### config.mk
export PLATFORM = sky130hd
export DESIGN_NAME = rwps_ctrl
export DESIGN_NICKNAME = d
export VERILOG_FILES = /design/src/design/rwps_pkg.sv /design/src/design/rwps_ctrl.sv
export SDC_FILE = /design/constraint.sdc
export NUM_CORES = 1
export LEC_CHECK = 0
export BUFFER_PORTS_ARGS = -buffer_cell sky130_fd_sc_hd__buf_2
export CELL_PAD_IN_SITES_DETAIL_PLACEMENT = 1
export CELL_PAD_IN_SITES_GLOBAL_PLACEMENT = 1
export CORE_ASPECT_RATIO = 0.75
export CORE_MARGIN = 1.5
export CORE_UTILIZATION = 31
export CTS_CLUSTER_DIAMETER = 150
export DETAILED_ROUTE_END_ITERATION = 10
export PLACE_DENSITY_LB_ADDON = 0.1
export SKIP_LAST_GASP = 1
export SLEW_MARGIN = 20
export SYNTH_ARGS = -nofsm -noshare
export SYNTH_HDL_FRONTEND = slang
export SYNTH_SLANG_ARGS = --single-unit
### constraint.sdc
create_clock -name clock -period 1.8 [get_ports clock]
set_clock_uncertainty 0.05 [all_clocks]
set_input_delay 0.27 -clock clock [delete_from_list [all_inputs] [get_ports clock]]
set_output_delay 0.27 -clock clock [all_outputs]
set_load 0.05 [all_outputs]
### src/design/rwps_pkg.sv
`default_nettype none
// ---------------------------------------------------------------------------
// rwps_pkg
// Shared types and constants of the roulette wheel parent selector.
// ---------------------------------------------------------------------------
package rwps_pkg;

   localparam int MAX_MEMBERS  = 64;
   localparam int FIT_BITS     = 32;
   localparam int ROLL_BITS    = 32;
   localparam int MEMBER_BITS  = 6;
   localparam int STATUS_BITS  = 2;
   localparam int IDX_BITS     = $clog2(MAX_MEMBERS);
   localparam int CNT_BITS     = IDX_BITS + 1;
   localparam int CUM_BITS     = FIT_BITS + IDX_BITS + 2;
   localparam int MUL_LO_BITS  = 32;
   localparam int MUL_HI_BITS  = CUM_BITS - MUL_LO_BITS;

   localparam logic [STATUS_BITS-1:0] ST_OK       = 2'd0;
   localparam logic [STATUS_BITS-1:0] ST_NO_WHEEL = 2'd1;
   localparam logic [STATUS_BITS-1:0] ST_OVERFLOW = 2'd2;

   localparam logic CMD_LOAD = 1'b0;
   localparam logic CMD_DRAW = 1'b1;

   typedef struct packed {
      logic                       cmd;
      logic signed [FIT_BITS-1:0] fitness;
      logic                       last;
      logic [ROLL_BITS-1:0]       roll;
   } req_type;

   typedef struct packed {
      logic [MEMBER_BITS-1:0] chosen_member;
      logic [STATUS_BITS-1:0] status;
   } rsp_type;

   typedef struct packed {
      logic signed [FIT_BITS-1:0] fit;
      logic [IDX_BITS-1:0]        idx;
   } entry_type;

   typedef enum logic [2:0] {
      SR_ZERO,
      SR_K1,
      SR_K2,
      SR_I,
      SR_INEXT
   } sort_sel_type;

   typedef enum logic [1:0] {
      CR_ZERO,
      CR_LAST,
      CR_I,
      CR_INEXT
   } cum_sel_type;

   typedef struct packed {
      logic         latch_req;
      logic         clear_pop;
      logic         set_overflow;
      logic         k_load;
      logic         k_dec;
      logic         wr_shift;
      logic         wr_new;
      logic         cnt_inc;
      logic         set_ready;
      logic         i_clr;
      logic         i_inc;
      logic         run_clr;
      logic         lift_latch;
      logic         cum_wr;
      logic         first_latch;
      logic         diff_latch;
      logic         mul_lo;
      logic         mul_hi;
      logic         target_latch;
      logic         rsp_pick;
      logic         rsp_no_wheel;
      sort_sel_type sort_sel;
      cum_sel_type  cum_sel;
   } ctrl_cmd_type;

   typedef struct packed {
      logic ready;
      logic cnt_full;
      logic last;
      logic is_draw;
      logic k_zero;
      logic k_one;
      logic shift_gt;
      logic i_last;
      logic cum_gt;
   } ctrl_stat_type;

endpackage
`default_nettype wire

### src/design/rwps_ctrl.sv
`default_nettype none
// ---------------------------------------------------------------------------
// rwps_ctrl
// Sequencer for insertion, wheel build and draw.
// ---------------------------------------------------------------------------
module rwps_ctrl
   import rwps_pkg::*;
(
   input  wire logic          clock,
   input  wire logic          reset,
   input  wire logic          start,
   output logic               busy,
   input  wire ctrl_stat_type stat,
   output ctrl_cmd_type       cmd
);

   typedef enum logic [14:0] {
      S_IDLE    = 15'h0001,
      S_L_CHK   = 15'h0002,
      S_INS_RD  = 15'h0004,
      S_INS_CMP = 15'h0008,
      S_B_RD0   = 15'h0010,
      S_B_LIFT  = 15'h0020,
      S_B_SUM   = 15'h0040,
      S_D_FIRST = 15'h0080,
      S_D_TOTAL = 15'h0100,
      S_D_MULLO = 15'h0200,
      S_D_MULHI = 15'h0400,
      S_D_TGT   = 15'h0800,
      S_D_SCAN  = 15'h1000,
      S_D_IDX   = 15'h2000,
      S_SPARE   = 15'h4000
   } state_type;

   state_type state_ff, state_in;

   always_comb begin
      state_in = state_ff;
      cmd      = '0;
      cmd.sort_sel = SR_ZERO;
      cmd.cum_sel  = CR_ZERO;
      unique case (state_ff)
         S_IDLE: begin
            if (start) begin
               cmd.latch_req = 1'b1;
               if (!stat.is_draw) begin
                  cmd.clear_pop = stat.ready;
                  state_in = S_L_CHK;
               end else if (!stat.ready) begin
                  cmd.rsp_no_wheel = 1'b1;
               end else begin
                  state_in = S_D_FIRST;
               end
            end
         end
         S_L_CHK: begin
            if (stat.cnt_full) begin
               cmd.set_overflow = 1'b1;
               state_in = stat.last ? S_B_RD0 : S_IDLE;
            end else begin
               cmd.k_load = 1'b1;
               state_in = S_INS_RD;
            end
         end
         S_INS_RD: begin
            if (stat.k_zero) begin
               cmd.wr_new  = 1'b1;
               cmd.cnt_inc = 1'b1;
               state_in = stat.last ? S_B_RD0 : S_IDLE;
            end else begin
               cmd.sort_sel = SR_K1;
               state_in = S_INS_CMP;
            end
         end
         S_INS_CMP: begin
            // Larger entries move up one place; ties stay below the new item.
            if (stat.shift_gt) begin
               cmd.wr_shift = 1'b1;
               cmd.k_dec    = 1'b1;
               cmd.sort_sel = SR_K2;
               state_in = stat.k_one ? S_INS_RD : S_INS_CMP;
            end else begin
               cmd.wr_new  = 1'b1;
               cmd.cnt_inc = 1'b1;
               state_in = stat.last ? S_B_RD0 : S_IDLE;
            end
         end
         S_B_RD0: begin
            cmd.i_clr = 1'b1;
            state_in  = S_B_LIFT;
         end
         S_B_LIFT: begin
            cmd.lift_latch = 1'b1;
            cmd.sort_sel   = SR_I;
            state_in = S_B_SUM;
         end
         S_B_SUM: begin
            cmd.cum_wr   = 1'b1;
            cmd.i_inc    = 1'b1;
            cmd.sort_sel = SR_INEXT;
            if (stat.i_last) begin
               cmd.set_ready = 1'b1;
               state_in = S_IDLE;
            end
         end
         S_D_FIRST: begin
            cmd.first_latch = 1'b1;
            cmd.cum_sel     = CR_LAST;
            state_in = S_D_TOTAL;
         end
         S_D_TOTAL: begin
            cmd.diff_latch = 1'b1;
            state_in = S_D_MULLO;
         end
         S_D_MULLO: begin
            cmd.mul_lo = 1'b1;
            state_in = S_D_MULHI;
         end
         S_D_MULHI: begin
            cmd.mul_hi = 1'b1;
            state_in = S_D_TGT;
         end
         S_D_TGT: begin
            cmd.target_latch = 1'b1;
            cmd.i_clr        = 1'b1;
            state_in = S_D_SCAN;
         end
         S_D_SCAN: begin
            // The last entry is taken when no running sum exceeds the target.
            if (stat.cum_gt || stat.i_last) begin
               cmd.sort_sel = SR_I;
               state_in = S_D_IDX;
            end else begin
               cmd.i_inc   = 1'b1;
               cmd.cum_sel = CR_INEXT;
            end
         end
         S_D_IDX: begin
            cmd.rsp_pick = 1'b1;
            state_in = S_IDLE;
         end
         default: begin
            state_in = S_IDLE;
         end
      endcase
   end

   always_ff @(posedge clock) begin
      if (reset) begin
         state_ff <= S_IDLE;
      end else begin
         state_ff <= state_in;
      end
   end

   assign busy = (state_ff != S_IDLE);

`ifndef SYNTHESIS
   a_onehot: assert property (@(posedge clock) disable iff (reset)
      $onehot(state_ff))
      else $error("state register not one-hot");
   a_no_dual_write: assert property (@(posedge clock) disable iff (reset)
      !(cmd.wr_shift && cmd.wr_new))
      else $error("two sorted-store writes in one cycle");
   a_pick_after_scan: assert property (@(posedge clock) disable iff (reset)
      cmd.rsp_pick |-> $past(state_ff) == S_D_SCAN)
      else $error("result without a scan");
`endif

endmodule
`default_nettype wire

== After elaboration in Yosys (flattened, before gate mapping) ==
Cells that the tools add are included.

* Flip-flop bits (word level): 15
* Latch bits: 0
* Bits in writable memories: 0
* ROM bits: 0
* Input bits: 12
* Output and inout bits: 27
* Memories kept: 0

* Add/subtract/negate cells: 0
* Multiply operators: 0
* Div/mod/pow operators: 0
* $lt $le $gt $ge: 0
* Equality and inequality tests: 19
* Shifts and indexed selects: 0
* Mux-type cells: 45
* Bitwise operators: 0
* Reduce and logical (&&, ||, !) cells: 3

{| class="wikitable"
|+ Operator list
! operator !! count
|-
| one-hot mux 15 bit (13 select lines) || 1
|-
| 2-to-1 mux 15 bit || 5
|-
| 2-to-1 mux 1 bit || 20
|-
| 2-to-1 mux 2 bit || 10
|-
| 2-to-1 mux 5 bit || 4
|-
| == test 15 x 1 -> 1 bit, second input constant || 1
|-
| == test 15 x 10 -> 1 bit, second input constant || 1
|-
| == test 15 x 11 -> 1 bit, second input constant || 1
|-
| == test 15 x 12 -> 1 bit, second input constant || 1
|-
| == test 15 x 13 -> 1 bit, second input constant || 1
|-
| == test 15 x 14 -> 1 bit, second input constant || 1
|-
| == test 15 x 2 -> 1 bit, second input constant || 1
|-
| == test 15 x 3 -> 1 bit, second input constant || 1
|-
| == test 15 x 4 -> 1 bit, second input constant || 1
|-
| == test 15 x 5 -> 1 bit, second input constant || 1
|-
| == test 15 x 6 -> 1 bit, second input constant || 1
|-
| == test 15 x 7 -> 1 bit, second input constant || 1
|-
| == test 15 x 8 -> 1 bit, second input constant || 1
|-
| == test 15 x 9 -> 1 bit, second input constant || 1
|-
| != test 15 x 1 -> 1 bit, second input constant || 1
|-
| one-hot mux 3 bit (5 select lines) || 1
|-
| one-hot mux 2 bit (2 select lines) || 2
|-
| != test 2 bit, second input constant || 3
|-
| 2-to-1 mux 4 bit || 1
|-
| other kinds (5) || 5
|}

== Longest topological paths before layout ==
* Word-level depth: 4
* Gate-level depth with buffers: 7

== Least setup slack after synthesis ==
Ideal clock, no wire load.

* Path kind: register -> output
* Start: reg state_ff[10]
* End: out cmd[19] (netlist bit)
* Arrival time: 2,609 ps
* Required time: 1,480 ps
* Setup slack: -1,129 ps
* Stages on the path, launching flop included: 5
* Buffers on the path: 1
* Cells stage by stage: dfxtp_1 -> nor4_4 -> nand4b_4 -> nor3_1 -> buf_4

{| class="wikitable"
|+ RTL lines
! item !! RTL line !! RTL
|-
| from (decl) || rwps_ctrl.sv:35 || <nowiki>state_type state_ff, state_in;</nowiki>
|-
| from (signal assigned) || rwps_ctrl.sv:152 || <nowiki>state_ff <= state_in;</nowiki>
|-
| to (decl) || rwps_ctrl.sv:14 || <nowiki>output ctrl_cmd_type cmd</nowiki>
|}

==> impl_metrics.ini <==
[run_status]
outcome = complete, but fails checks
violations = setup timing

[layout]
finalNonFillerCells = 258
nets = 231
reg_top3 = state_ff (14)
layout-drive-gt1-share_pct = 72.9
final_core_utilization_pct = 68.2
ff_latch_area_sq_um = 300
design_area_sq_um = 2260
fillers = 341
max_flop_register = state_ff
area_delta_synth_final_pct = 108
largest_register_ff_count = 14
multiInputGateArea_sq_um = 973
antennaDiodeCount = 0

[routing]
firstDrtPassIters = 4
viasPerCell = 5.70
num_vias = 1470
wl_per_cell_um = 26.1
first_iter_violations = 65
drc_errors = 0
totalWireLength_mm = 6.72
ant_nets = 0

[global_routing]
use_met2_pct = 52.2
overflow = 0
grt_max_degree = 9
use_met3_pct = 9.76
antenna_found_initial = 0
grt_pass1_vias = 1559
track_usage_pct = 31.3
grt_pass1_wl_mm = 8.74
grt_busiest_layer = met2
use_met1_pct = 39.7

[yosys]
synth_largest_area_cell = dfxtp_1
seq_area_frac_synth_pct = 25.8
ys_types = 39
ys_seq_elements = 14
async_flop_share_pct = 0
synth_top_family_by_area = simple AND/OR/NAND/NOR gates
ys.flop_type = dfxtp_1
avgSynthCellArea_sq_um = 8.18
yosys_warnings = 0
yosysTopAreaCellShare_pct = 25.8
synthXorXnorAreaFrac_pct = 3.22
synthMuxAreaShare_pct = 0
yosys.area_share.simple_pct = 50.9
synth.area.top_cells = dfxtp_1 (26%), nor4_4 (9.8%), nor2_1 (6.2%)
synth.most_common_cell = nor2_1
synth_edf_count = 0
synth_cells = 133
synth_nets = 145
synthTopCellsByCount = nor2_1 (18), dfxtp_1 (14), inv_1 (12)
netlist_area_sq_um = 1090
synth_fa_ha_area_share_pct = 0
synth_compound_area_share_pct = 9.67

[sta]
period_needed_ns = 2.40
worst_pin_slew_ns = 0.553
fmax_mhz = 417
rsz0062_at_grt = yes
final_hold_viol_count = 0
layout_setup_ws_ns = -0.597
fin_tns_setup_ns = -15.93
relSlewSlack_pct = 62.8
setup_viol = 39
slew_violations = 0
fin_crit_sh_pct = 133

[setup_path]
cp.buffers_inverters = 4
crit_chain = nor4_4 > buf_4 > nand4b_4 > buf_6 > nor4_4 > buf_4 > buf_6
rr_endpoint = state_ff[10]
cp-end-kind = output pin
path_class = reg2out
crit_required_ns = 1.48
slowest_delay_ns = 0.37
ff2ff_setup_slack_ns = -0.41
crit_slowest_cell = nor4_4
reg2reg_depth = 9
r2r-start = state_ff[13]
cp-start-kind = flip-flop
crit_family = buffers and inverters
cp_max_fo = 4
crit_arrival_ns = 2.08

[clock_network]
htree_levels = 1
ctsRootBufferMaster = clkbuf_8
clkTransAtPathRegs_ns = 0.08
cts_sinks = 14
clk_latency_ns = 0.28
clk_path_buf_depth = 2
numCtsBuffers = 3
cts_tree = built

[placement]
globalplace.congestion = 0.888
hpwl_mm = 3.02
port_buffers = 37
place_inst = 236
place_area_sq_um = 1680

[floorplan]
die_h_um = 54.3
die_w_um = 71.4
die_area_sq_um = 3880
ioPinCount = 39
rows = 18
core-area_sq_um = 3310
start_util_pct = 32.8

[power_and_ir_drop]
p_total_uw = 1520
leakage_uw = 0.000944
peakVddDrop_uv = 616
powerDensity_nw_per_um2 = 674

[flow_run]
cap_violations = 0

[min_path]
hp-class = in2reg
min_from = stat[5]
whs_path_depth = 2
whs_endpoint = state_ff[1]
## stage by stage
step / hold WS [ns] / worst slack [ns]
6_report: 0.190 / -0.597
3_5_place_dp: 0.439 / -0.278
3_3_place_gp: 0.436 / -0.241
5_1_grt: 0.191 / -0.612
4_1_cts: 0.200 / -0.452
2_1_floorplan: 0.289 / -0.555
## how the worst max path moves through the flow
stage / depth (start not counted) / start / end / slack (ns)
floorplan: 4 / state_ff[13] / cmd[3] / -0.55
global placement: 6 / state_ff[0] / cmd[0] / -0.24
detailed placement: 7 / state_ff[13] / cmd[24] / -0.28
CTS: 7 / state_ff[11] / cmd[24] / -0.45
global route: 7 / state_ff[10] / cmd[20] / -0.61
finish: 7 / state_ff[13] / cmd[20] / -0.60
## per-layer routing
layer  vias to the layer above  part of all wire (%)
li1                        641                     -
met1                       744                    45
met2                        66                    46
met3                        19                   5.7
met4                         0                   3.1
met5                         -                     0
## worst register-to-register path, stage by stage, from the launching register on
cell	delay, ns
dfxtp_2	0.35
nor4_4	0.37
buf_4	0.21
nand4b_4	0.16
nor2_4	0.21
buf_6	0.12
buf_6	0.09
buf_6	0.11
a221o_2	0.31
nor4_2	0.08
## placed cells by master, fill, tap and decap left out, drive strengths merged, types with 5 or more instances in the layout
cell   netlist  final
a21oi        5      5
buf          9     89
dfxtp       14     14
inv         12      9
nand2        9      9
nand3        6      6
nor2        19     19
nor3        10     10
nor3b        5      5
nor4         7      7
## repair_timing
item	CTS	global route
pin swaps	13	15
cloned	1	0
hold buffers	0	0
endpoints found under the setup margin	38	39
resized for setup	93	22
buffers inserted	13	10
## power breakdown
part,switching [uW],internal (uW)
clock,152,195
combinational,460,374
sequential,16.3,324
total,628,893
## layout make-up
type / instances / area share [%]
well taps: 40 / 2.22
inverters: 12 / 2.49
multi-input cells: 99 / 43.1
repair buffers: 89 / 36.4
clock buffers: 4 / 2.44
flip-flops and latches: 14 / 13.3
## cells by family after synthesis
family                    count (synthesis)
AOI/OAI and AO/OA                        16
DFF                                      14
buffers and inverters                    21
and+or+nand+nor                          77
xor gates and xnor gates                  4
other                                     1
(Power assumes the default switching activity.)
